`src/hw/rtl/ddpi_pkg.sv`:
```
// Shared types and constants for the differential drive PI speed controller.
// No dependencies; imported by the steering block, the wheel lanes and the top level.
`default_nettype none

package ddpi_pkg;

  typedef enum logic [1:0] {
    FN_SET   = 2'd0,
    FN_REG   = 2'd1,
    FN_STOP  = 2'd2,
    FN_START = 2'd3
  } func_t;

  // configuration register indexes (byte address = 4 * index)
  localparam logic [2:0] REG_SPEED_LIMIT = 3'd0;
  localparam logic [2:0] REG_PWM_SCALE   = 3'd1;
  localparam logic [2:0] REG_PROP_GAIN   = 3'd2;
  localparam logic [2:0] REG_INTEG_GAIN  = 3'd3;
  localparam logic [2:0] REG_ERR_THRESH  = 3'd4;
  localparam logic [2:0] REG_GAIN_FAST   = 3'd5;
  localparam logic [2:0] REG_GAIN_SLOW   = 3'd6;
  localparam logic [2:0] REG_ANGLE_LIMIT = 3'd7;

  localparam logic [14:0] SPLIT_SPEED = 15'd1800;

  // step strobes and decoded command, from the sequencer to the datapath blocks
  typedef struct packed {
    logic s1;
    logic s2;
    logic s3;
    logic s4;
    logic do_set;
    logic do_reg;
    logic do_clear;
  } ctl_t;

endpackage

`default_nettype wire

```
`src/hw/rtl/ddpi_steer.sv`:
```
// Steering stage: angle clamp, speed clamp and left/right target derivation.
// Depends on ddpi_pkg (ctl_t, SPLIT_SPEED).
`default_nettype none

module ddpi_steer (
  input  logic                clk,
  input  logic                rst_n,
  input  ddpi_pkg::ctl_t      ctl,
  input  logic signed [15:0]  speed,
  input  logic signed [15:0]  angle,
  input  logic [14:0]         speed_limit,
  input  logic [14:0]         angle_limit,
  input  logic [15:0]         gain_fast,
  input  logic [15:0]         gain_slow,
  output logic signed [15:0]  steer_angle,
  output logic signed [17:0]  target_left,
  output logic signed [17:0]  target_right
);
  import ddpi_pkg::*;

  logic signed [15:0] steer_r, steer_nxt;
  logic signed [17:0] tl_r, tr_r;
  logic [14:0]        spd_r, spd_nxt;
  logic [15:0]        gain_r;
  logic               neg_r;
  logic [31:0]        mag1_r;
  logic [46:0]        mag2_r;

  logic signed [16:0] ang17;
  logic signed [16:0] lim17;
  logic [15:0]        abs_ang;
  logic [47:0]        rnd;
  logic [23:0]        dmag;
  logic signed [24:0] dsgn;
  logic signed [25:0] sum_l, sum_r;

  function automatic logic signed [17:0] sat18(input logic signed [25:0] v);
    logic [8:0] top;
    top = v[25:17];
    if (top == 9'h000 || top == 9'h1FF) begin
      sat18 = v[17:0];
    end else if (v[25]) begin
      sat18 = 18'sh20000;
    end else begin
      sat18 = 18'sh1FFFF;
    end
  endfunction

  // step 1: clamps
  always_comb begin
    ang17 = {angle[15], angle};
    lim17 = $signed({2'b00, angle_limit});
    if (ang17 > lim17) begin
      steer_nxt = lim17[15:0];
    end else if (ang17 < -lim17) begin
      steer_nxt = 16'(-lim17);
    end else begin
      steer_nxt = angle;
    end
    spd_nxt = (speed[14:0] > speed_limit) ? speed_limit : speed[14:0];
  end

  // step 2..4: |angle| * gain * speed, rounded half away from zero at bit 24
  always_comb begin
    abs_ang = steer_r[15] ? 16'(-steer_r) : steer_r;
    rnd     = {1'b0, mag2_r} + 48'h0000_0080_0000;
    dmag    = rnd[47:24];
    dsgn    = neg_r ? -$signed({1'b0, dmag}) : $signed({1'b0, dmag});
    sum_l   = $signed({11'b0, spd_r}) + {dsgn[24], dsgn};
    sum_r   = $signed({11'b0, spd_r}) - {dsgn[24], dsgn};
  end

  always_ff @(posedge clk) begin
    if (!rst_n) begin
      steer_r <= '0;
      tl_r    <= '0;
      tr_r    <= '0;
    end else if (ctl.s1 && ctl.do_clear) begin
      steer_r <= '0;
      tl_r    <= '0;
      tr_r    <= '0;
    end else if (ctl.do_set) begin
      if (ctl.s1 && speed != 16'sd0) begin
        steer_r <= steer_nxt;
      end
      if (ctl.s4) begin
        tl_r <= sat18(sum_l);
        tr_r <= sat18(sum_r);
      end
    end
  end

  always_ff @(posedge clk) begin
    if (ctl.do_set) begin
      if (ctl.s1) begin
        spd_r  <= spd_nxt;
        gain_r <= (spd_nxt > SPLIT_SPEED) ? gain_fast : gain_slow;
      end
      if (ctl.s2) begin
        neg_r  <= steer_r[15];
        mag1_r <= abs_ang * gain_r;
      end
      if (ctl.s3) begin
        mag2_r <= mag1_r * spd_r;
      end
    end
  end

  assign steer_angle  = steer_r;
  assign target_left  = tl_r;
  assign target_right = tr_r;

endmodule

`default_nettype wire

```
`config.mk`:
```
export PLATFORM = sky130hd
export DESIGN_NAME = ddpi_steer
export DESIGN_NICKNAME = d
export VERILOG_FILES = /design/src/hw/rtl/ddpi_pkg.sv /design/src/hw/rtl/ddpi_steer.sv
export SDC_FILE = /design/constraint.sdc
export NUM_CORES = 2
export LEC_CHECK = 0
export ABC_CLOCK_PERIOD_IN_PS = 8100
export BUFFER_PORTS_ARGS = -buffer_cell sky130_fd_sc_hd__buf_2
export CAP_MARGIN = 20
export CORE_ASPECT_RATIO = 0.7
export CORE_UTILIZATION = 50
export DETAILED_ROUTE_END_ITERATION = 10
export GPL_ROUTABILITY_DRIVEN = 0
export GPL_TIMING_DRIVEN = 0
export PLACE_DENSITY = 0.7
export SLEW_MARGIN = 40
export SYNTH_ARGS = -nofsm -noshare
export SYNTH_HDL_FRONTEND = slang
export SYNTH_SLANG_ARGS = --single-unit
```
`constraint.sdc`:
```
create_clock -name clk -period 8.1 [get_ports clk]
set_input_delay 1.62 -clock clk [delete_from_list [all_inputs] [get_ports clk]]
set_output_delay 1.62 -clock clk [all_outputs]
set_load 0.05 [all_outputs]
```
==> summary.md <==
| Metric | Value |
|---|---|
| Final wirelength | roughly 100000 µm |
| CTS tree | built |
| DIE WIDTH | 308 µm |
| Final hold vios | 0 |
| Main synth FF type | edfxtp_1 |
| Drt first pass iters | 8 |
| Remaining Overflow, GRT | 0 |
| Yosys reg bits | 140 |
| Failing checks | setup timing |
| Synth Cell Area | 32700 µm² |
| Top cells by area, synth | fa_1, ha_1, edfxtp_1 |
| Initial antenna violation count | 12 |
| Clk_skew | 0.0219 ns |
| # Max-Cap Violations | 0 |
| Status | finished with violations |
| Vias per cell | 5.65 |
| Mapped Nets | 4630 |
| CP bufs+invs | 3 |
| RSZ-0062 raised after global routing | true |
| Crit path max-delay family | adder cells |
| Core Area | 64700 µm² |
| Final Non-Filler Cells | roughly 4800 |
| Area grow syn2layout | 11.0% |
| Final setup viols | 1 |
| Fraction of layout cells with a size suffix above 1 | 11.4% |
| Htree depth | 4 |
| All-Layer GR Usage | 31.1% |
| Synth cell count leaders | inv_1, fa_1, nand2_1 |
| Worst EP arrival | 8.47 ns |
| Most used cell, CP | fa_1 |
| Most frequent cell after synthesis | inv_1 |
| Slew headroom | 42.5% |
| First-iteration detailed-routing DRC count | between 2000 and 2500 |
| Minimum clock period | about 8.3 ns |
| DRC viols | 0 |
| Clk Latency, worst-skew pair | 0.47 ns |
| Cells after synthesis | 3652 |
| CTS Buffer Depth | 2 |
| Final setup margin | -0.184 ns |
| Worst EP required | 8.29 ns |
| # IOs | 155 |
| R2R Setup Slk | -0.18 ns |
| Critical path type | reg2reg |
| Slew Viols, Final | 0 |
| Cell Area, Placed | 34600 µm² |
| Cell accounting for the most synthesized area | fa_1 |
| Synth warn | 0 |
| Unique cell type count in the Yosys netlist | 90 |
| First-pass GRT wire length | 156000 µm |
| Number of flops mapped to enable cells by yosys | 88 |
| Fin crit share | 102% |
| Root Buffer | clkbuf_16 |
| Routed length per placed instance | 21.2 µm |
| Clock transition at path regs | 0.08 ns |
| Nets | 4853 |
| CP max stage delay | 0.60 ns |
| Achievable clock frequency | 0.121 GHz |
| Async SR Flop Fraction | 0% |
| Vias in the first global route | 26800 |
| Setup WS pre-CTS | -1.63 ns |
| Pin count of the biggest net entering global routing | 34 |
| Worst setup EP type | flop |
| Mean Syn Cell Area | 8.95 µm² |
| PortBufs | approximately 150 |
| Die area | 66400 µm² |
| Starting Density | 50.5% |
| Detailed-route via count | 27000 |
| Placed insts | 4685 |
| CP max FO | 10 |
| Hold Crit Class | reg2reg |
| Core Rows | 78 |
| Die height | about 220 µm |
| Slew @ Worst Pin | 0.862 ns |
| Final Instance Area | 36300 µm² |
| DPL Wire Length | roughly 83000 µm |
| Post-synth top area share | a little over a third |
| Detail Route Antenna Nets | 0 |
| Sequential area share after synthesis | 11.3% |
| Startpoint types | flop |
| Clk sinks | 140 |
| Crit path max-delay cell type | dfxtp_2 |
| Total CTS buffers | 17 |
-- layout make-up --
cell class              instances  area [µm²]
fillers                      5783       28400
repair buffers                205        1230
clock inverters                12         110
diodes                          6        15.0
plain buffers                 162         790
clock buffers                  20         459
well taps                     880        1100
multi-input cells            2694       26400
flip-flops and latches        140        3700
inverters                     655        2460
-- logic make-up (layout without fill, tap and decap cells) --
kind of cell	after synthesis	count (layout)	synth area share, %
and+or+nand+nor	1208	1208	18.3
adders and majority gates	875	875	46.9
muxes	38	38	1.26
buffers and inverters	818	1054	9.52
DFF	140	140	11.3
AOI/OAI and AO/OA	423	423	8.81
other	0	6	0
xor gates and xnor gates	150	150	4.02
-- state kept, by name (all words and copies together) (netlist names) --
signal and count:
neg_r 1, spd_r 15, target_left 18, mag2_r 24, gain_r 16, steer_angle 16
mag1_r 32, target_right 18
-- through the flow --
step	hold slack, ns	util, %	setup TNS, ns
floorplan	0.599	-	0
global placement	0.470	53.4	-11.43
detailed placement	0.471	53.5	-13.43
CTS	0.480	55.4	-0.0932
global route	0.507	56.1	-0.528
finish	0.477	56.1	-0.184
-- repair_timing --
| action | 4_1_cts | 5_1_grt |
|---|---|---|
| gates resized for setup | 115 | 68 |
| hold buffers | 0 | 0 |
| endpoints found under the setup margin | 28 | 19 |
| endpoints found under the hold margin | 0 | 0 |
| pin swaps | 33 | 25 |
| setup buffers | 23 | 30 |
-- worst reg2reg max path: stages, from the launching register on --
cell       delay [ns]
dfxtp_2          0.60
buf_2            0.40
o21ai_0          0.23
xnor2_2          0.50
buf_4            0.31
nand2_1          0.09
fa_1             0.51
fa_1             0.48
fa_1             0.52
fa_1             0.55
inv_1            0.05
fa_1             0.49
fa_1             0.43
ha_1             0.40
a21oi_1          0.24
nor2b_1          0.11
a41oi_2          0.24
o31ai_4          0.15
nand4_1          0.15
o2111ai_2        0.17
a211o_1          0.36
a41o_1           0.23
o41ai_4          0.27
o21bai_1         0.12
a21oi_2          0.24
xnor2_4          0.14
-- layout by cell type, fill, tap and decap left out, types with 19 or more instances in the layout --
master	Yosys	layout
nor2_1	118	118
ha_1	292	286
clkbuf_1	145	85
o21ai_0	100	96
and2_1	342	339
o21a_1	22	22
clkbuf_2	0	47
buf_2	11	167
a21o_1	31	31
edfxtp_1	88	88
nor2b_1	19	19
a21oi_1	110	104
nand2_1	528	524
fa_1	583	581
nand4_1	31	31
xnor2_1	105	89
inv_1	654	651
buf_4	2	52
nand3_1	34	33
dfxtp_1	52	47
nor3_1	30	29
mux2_2	25	25
xor2_1	45	45
-- final timing paths --
path	startpoint	to	depth (start not counted)
worst max-delay path	steer_angle[15]$_SDFFE_PP0P_	mag1_r[30]$_DFFE_PP_	25
worst min-delay path	target_left[17]$_SDFFE_PP0P_	target_left[17]$_SDFFE_PP0P_	2
worst max register to register	steer_angle[15]$_SDFFE_PP0P_	mag1_r[30]$_DFFE_PP_	25
worst min register to register	target_left[17]$_SDFFE_PP0P_	target_left[17]$_SDFFE_PP0P_	2
-- per-layer routing --
metal / part of all wire (%) / track usage, % / vias up
met2: 40 / 42.1 / 1494
met4: 3.0 / 9.64 / 14
met5: 0.091 / 0 / -
met1: 42 / 44.8 / 13300
li1: - / - / 11900
met3: 14 / 12.6 / 203
Power is not shown: default switching activity piles up to over one toggle a cycle in this logic, so the estimate is an artifact.
