### config.mk
export PLATFORM = sky130hd
export DESIGN_NAME = ddpi_lane
export DESIGN_NICKNAME = d
export VERILOG_FILES = /design/src/hw/rtl/ddpi_pkg.sv /design/src/hw/rtl/ddpi_lane.sv
export SDC_FILE = /design/constraint.sdc
export NUM_CORES = 2
export LEC_CHECK = 0
export BUFFER_PORTS_ARGS = -buffer_cell sky130_fd_sc_hd__clkbuf_2
export CORE_MARGIN = 4
export CORE_UTILIZATION = 30
export CTS_CLUSTER_DIAMETER = 80
export DETAILED_ROUTE_END_ITERATION = 8
export GPL_TIMING_DRIVEN = 0
export PLACE_DENSITY = 0.42
export SKIP_CTS_REPAIR_TIMING = 1
export SLEW_MARGIN = 25
export SYNTH_ARGS = -nofsm -noshare
export SYNTH_HDL_FRONTEND = slang
export SYNTH_SLANG_ARGS = --single-unit
### constraint.sdc
create_clock -name clk -period 9.2 [get_ports clk]
set_clock_uncertainty 0.15 [all_clocks]
set_input_delay 0.92 -clock clk [delete_from_list [all_inputs] [get_ports clk]]
set_output_delay 0.92 -clock clk [all_outputs]
set_load 0.005 [all_outputs]
### src/hw/rtl/ddpi_pkg.sv
// Shared types and constants for the differential drive PI speed controller.
// No dependencies; imported by the steering block, the wheel lanes and the top level.
`default_nettype none

package ddpi_pkg;

  typedef enum logic [1:0] {
    FN_SET   = 2'd0,
    FN_REG   = 2'd1,
    FN_STOP  = 2'd2,
    FN_START = 2'd3
  } func_t;

  // configuration register indexes (byte address = 4 * index)
  localparam logic [2:0] REG_SPEED_LIMIT = 3'd0;
  localparam logic [2:0] REG_PWM_SCALE   = 3'd1;
  localparam logic [2:0] REG_PROP_GAIN   = 3'd2;
  localparam logic [2:0] REG_INTEG_GAIN  = 3'd3;
  localparam logic [2:0] REG_ERR_THRESH  = 3'd4;
  localparam logic [2:0] REG_GAIN_FAST   = 3'd5;
  localparam logic [2:0] REG_GAIN_SLOW   = 3'd6;
  localparam logic [2:0] REG_ANGLE_LIMIT = 3'd7;

  localparam logic [14:0] SPLIT_SPEED = 15'd1800;

  // step strobes and decoded command, from the sequencer to the datapath blocks
  typedef struct packed {
    logic s1;
    logic s2;
    logic s3;
    logic s4;
    logic do_set;
    logic do_reg;
    logic do_clear;
  } ctl_t;

endpackage

`default_nettype wire

### src/hw/rtl/ddpi_lane.sv
// One wheel lane: reading capture, deadband test, PI update with saturating
// integral, command clamp and PWM scaling. Depends on ddpi_pkg (ctl_t).
`default_nettype none

module ddpi_lane (
  input  logic                clk,
  input  logic                rst_n,
  input  ddpi_pkg::ctl_t      ctl,
  input  logic signed [17:0]  target,
  input  logic signed [15:0]  enc,
  input  logic [14:0]         speed_limit,
  input  logic [14:0]         error_threshold,
  input  logic [15:0]         prop_gain,
  input  logic [15:0]         integ_gain,
  input  logic [15:0]         pwm_scale,
  output logic [14:0]         actual,
  output logic [15:0]         pwm
);
  import ddpi_pkg::*;

  logic [14:0]        actual_r, actual_nxt;
  logic [14:0]        cmd_r, cmd_nxt;
  logic signed [31:0] integ_r;
  logic signed [31:0] in_r, in_nxt;
  logic signed [18:0] err_r, err_nxt;
  logic               act_r, act_nxt;
  logic signed [35:0] ki_err_r, kp_err_r;

  logic signed [18:0] err_mag;
  logic signed [36:0] in_sum;
  logic signed [37:0] pi_sum;
  logic [29:0]        pi_shift;
  logic [30:0]        pwm_prod;
  logic [22:0]        pwm_shift;

  // step 1: clip negative reading, error and deadband
  always_comb begin
    actual_nxt = enc[15] ? 15'd0 : enc[14:0];
    err_nxt    = {target[17], target} - $signed({4'b0, actual_nxt});
    err_mag    = err_nxt[18] ? -err_nxt : err_nxt;
    act_nxt    = $unsigned(err_mag) > {4'b0, error_threshold};
  end

  // step 3: integral with 32-bit saturation
  always_comb begin
    in_sum = {{5{integ_r[31]}}, integ_r} + {ki_err_r[35], ki_err_r};
    if (in_sum[36:31] == 6'h00 || in_sum[36:31] == 6'h3F) begin
      in_nxt = in_sum[31:0];
    end else if (in_sum[36]) begin
      in_nxt = 32'sh8000_0000;
    end else begin
      in_nxt = 32'sh7FFF_FFFF;
    end
  end

  // step 4: command; inside the deadband the held command is only re-capped
  always_comb begin
    pi_sum   = {{6{in_r[31]}}, in_r} + {{2{kp_err_r[35]}}, kp_err_r};
    pi_shift = pi_sum[37:8];
    if (act_r) begin
      if (pi_sum[37] || pi_sum == 38'sd0) begin
        cmd_nxt = 15'd0;
      end else if (pi_shift > {15'b0, speed_limit}) begin
        cmd_nxt = speed_limit;
      end else begin
        cmd_nxt = pi_shift[14:0];
      end
    end else begin
      cmd_nxt = (cmd_r > speed_limit) ? speed_limit : cmd_r;
    end
  end

  always_ff @(posedge clk) begin
    if (!rst_n) begin
      actual_r <= '0;
      cmd_r    <= '0;
      integ_r  <= '0;
    end else if (ctl.s1 && ctl.do_clear) begin
      actual_r <= '0;
      cmd_r    <= '0;
      integ_r  <= '0;
    end else if (ctl.do_reg) begin
      if (ctl.s1) begin
        actual_r <= actual_nxt;
      end
      if (ctl.s4) begin
        cmd_r <= cmd_nxt;
        if (act_r) begin
          integ_r <= in_r;
        end
      end
    end
  end

  always_ff @(posedge clk) begin
    if (ctl.do_reg) begin
      if (ctl.s1) begin
        err_r <= err_nxt;
        act_r <= act_nxt;
      end
      if (ctl.s2) begin
        ki_err_r <= $signed({1'b0, integ_gain}) * err_r;
        kp_err_r <= $signed({1'b0, prop_gain}) * err_r;
      end
      if (ctl.s3) begin
        in_r <= in_nxt;
      end
    end
  end

  // PWM from the held command, saturated to 16 bits
  always_comb begin
    pwm_prod  = cmd_r * pwm_scale;
    pwm_shift = pwm_prod[30:8];
    pwm       = (pwm_shift[22:16] != 7'd0) ? 16'hFFFF : pwm_shift[15:0];
  end

  assign actual = actual_r;

endmodule

`default_nettype wire

==> impl_metrics.csv <==
group,metric,value,unit
timing,relSlewSlack,26.56,%
clock_network,clk_pin_slew,0.08,ns
drt,wl,139600,µm
yosys,synth_top_area_share,36.64,%
yosys,synthCells,4941,
critical_path,cp_max_fo,10,
drt,route.detailed.drc,0,
clock_network,numCtsBuffers,17,
drt,ant_nets,0,
floorplanning,die_x,388.8,µm
cells_and_area,final_layout_size_suffix_gt1_share,4.431,%
floorplanning,die-height,388.8,µm
cells_and_area,syn_to_final_growth,8.748,%
placement,place.detailed.hpwl,120600,µm
yosys,syn_nets,6265,
global_routing,grt_pass1_vias,35086,
drt,num_vias,32743,
drt,drt_iter0_markers,1460,
yosys,ys_seq_elements,186,
floorplanning,ios,152,
critical_path,required,8.13,ns
timing,worst_pin_slew,1.102,ns
clock_network,cts-root-buf,"clkbuf_16",
floorplanning,core,143800,µm²
floorplanning,rows,139,
clock_network,cts_max_level,4,
global_routing,antenna_found_initial,9,
timing,setup_viol,0,
floorplanning,start_util,30.24,%
job,max_cap_viol_count,0,
global_routing,grt_max_degree,38,
timing,slew_violations,0,
critical_path,crit_type,"input pin to output port",
hold_path,worstHoldPathType,"flip-flop to flip-flop",
yosys,synthFlopType,"edfxtp_1",
timing,grt_setup_unrepaired,"no",
global_routing,gr-total-overflow,0,
timing,post-route-period-util,96.38,%
critical_path,start_kind,"input pin",
status,status,"finished clean",
clock_network,insertion_delay,0.51,ns
placement,io_buffer_count,128,
timing,hold_viol_final,0,
cells_and_area,nets,6411,
critical_path,end_kind,"output port",
cells_and_area,final_util,32.89,%
clock_network,clockBufferDepth,2,
yosys,synthArstFlopShare,0,%
critical_path,cp_data_arrival_time,7.80,ns
yosys,synth_cell_type_count,77,
yosys,syn_area,43500,µm²
drt,first_pass_iters,5,
yosys,synth_edf_count,124,
yosys,syn_avg_cell_area,8.803,µm²
cells_and_area,nFillCells,15368,
clock_network,tritoncts,"done",
drt,wl_per_cell,19.93,µm
clock_network,clock_sinks,186,
yosys,yosysTopAreaCell,"fa_1",
yosys,seq_area_frac_synth,11.41,%
timing,tns,0,ns
floorplanning,die_area,151100,µm²
global_routing,track_usage,18.81,%
yosys,synth_area_leaders,"fa_1 (37%), ha_1 (12%), inv_1 (9.3%)",
timing,max_freq,112.8,MHz
yosys,yosys_warnings,0,
drt,viasPerCell,4.674,
global_routing,grt_first_pass_wirelength,216900,µm
placement,place_congestion,0.8575,
timing,min_period,8.867,ns
## critical path, cell delays in order
cell	delay, ns
clkbuf_2	0.24
buf_2	0.32
nand2_1	0.12
fa_1	0.57
fa_1	0.46
fa_1	0.54
inv_1	0.06
fa_1	0.45
fa_1	0.49
inv_1	0.05
fa_1	0.47
inv_1	0.04
ha_1	0.34
nand4_1	0.30
nor2_1	0.10
a41oi_2	0.47
o2bb2ai_1	0.20
o2111ai_2	0.27
nand2_1	0.13
a41o_1	0.25
a211o_1	0.35
nor2_4	0.27
buf_6	0.20
nand2_1	0.06
clkbuf_2	0.11
## cell type report
class                      instances  area [µm²]  area share (%)
clock buffer                      18       450.4          0.9523
clock inverter                    14       188.9          0.3994
sequential                       186        4966           10.50
buffer                           192       770.7           1.629
inverter                        1073        4028           8.515
tap                             1903        2381           5.034
timing repair buffer             132       699.4           1.479
multi-input combinational       3485       33810           71.48
antenna                            3       7.507         0.01587
## worst paths after layout
check | from | to | slack [ns] | cells after the start
worst min-delay path | integ_r[13] | integ_r[13] | 0.32 | 2
worst min register to register | integ_r[13] | integ_r[13] | 0.32 | 2
worst max register to register | err_r[15] | ki_err_r[32] | 0.56 | 25
worst max-delay path | pwm_scale[7] | pwm[15] | 0.33 | 25
## metal layers
metal  vias up  global-route usage (%)  part of all wire (%)
met5         -                       0                     0
met4         0                   3.316                   1.7
met3        69                   1.590                   2.7
met2       483                   33.01                    49
met1     16551                   25.61                    46
li1      15640                       -                     -
## flip-flops by register name, summed over array words and instances, names as in the netlist
register	flops
actual	15
err_r	19
ki_err_r	36
act_r	1
kp_err_r	36
in_r	32
cmd_r	15
integ_r	32
## placed cells by master (no fill, tap or decap), drive strengths merged, types with 14 or more instances in the layout
cell type / Yosys / layout
a211oi: 26 / 26
a21o: 63 / 63
a21oi: 245 / 245
a221o: 15 / 15
a31oi: 18 / 18
and2: 403 / 403
buf: 12 / 18
clkbuf: 185 / 324
dfxtp: 62 / 62
edfxtp: 124 / 124
fa: 796 / 796
ha: 407 / 407
inv: 1072 / 1078
nand2: 648 / 648
nand2b: 40 / 40
nand3: 44 / 44
nand4: 30 / 30
nor2: 153 / 153
nor2b: 37 / 37
nor3: 37 / 37
nor4: 14 / 14
o211ai: 27 / 27
o21a: 31 / 31
o21ai: 117 / 117
o21bai: 22 / 22
xnor2: 100 / 100
xor2: 54 / 54
## stage by stage
| stage | instance area (µm²) | setup WS (ns) | std cells | hold slack (ns) |
|---|---|---|---|---|
| floorplan | 43500 | 0.9849 | 4941 | 0.2906 |
| global placement | 46520 | -0.9411 | 6972 | 0.2987 |
| detailed placement | 46570 | -1.030 | 6975 | 0.3035 |
| CTS | 47210 | -1.201 | 7007 | 0.3181 |
| global route | 47300 | 0.003342 | 7005 | 0.3330 |
| finish | 47300 | 0.3326 | 7006 | 0.3153 |
## synth_stat cells, types with 30 or more instances
library cell,count
nor2_1,153
nand3_1,44
edfxtp_1,124
o21a_1,31
ha_1,407
fa_1,796
a21oi_1,245
and2_1,402
nand4_1,30
dfxtp_1,62
nand2_1,648
xnor2_1,100
inv_1,1072
nor2b_1,37
nand2b_1,40
a21o_1,63
nor3_1,37
clkbuf_1,185
xor2_1,54
o21ai_0,110
## logic make-up (layout without fill, tap and decap cells)
| kind of cell | after synthesis | after routing | synth area share, % |
|---|---|---|---|
| adders and majority gates | 1203 | 1203 | 48.34 |
| muxes | 7 | 7 | 0.1668 |
| other | 0 | 3 | 0 |
| and+or+nand+nor | 1461 | 1461 | 16.31 |
| xor gates and xnor gates | 154 | 154 | 3.101 |
| buffers and inverters | 1270 | 1429 | 10.98 |
| AOI/OAI and AO/OA | 660 | 660 | 9.680 |
| DFF | 186 | 186 | 11.41 |
Power is left out: the tool's default activity adds up to more than one toggle a clock period on the data nets, which glitch-free logic cannot reach.
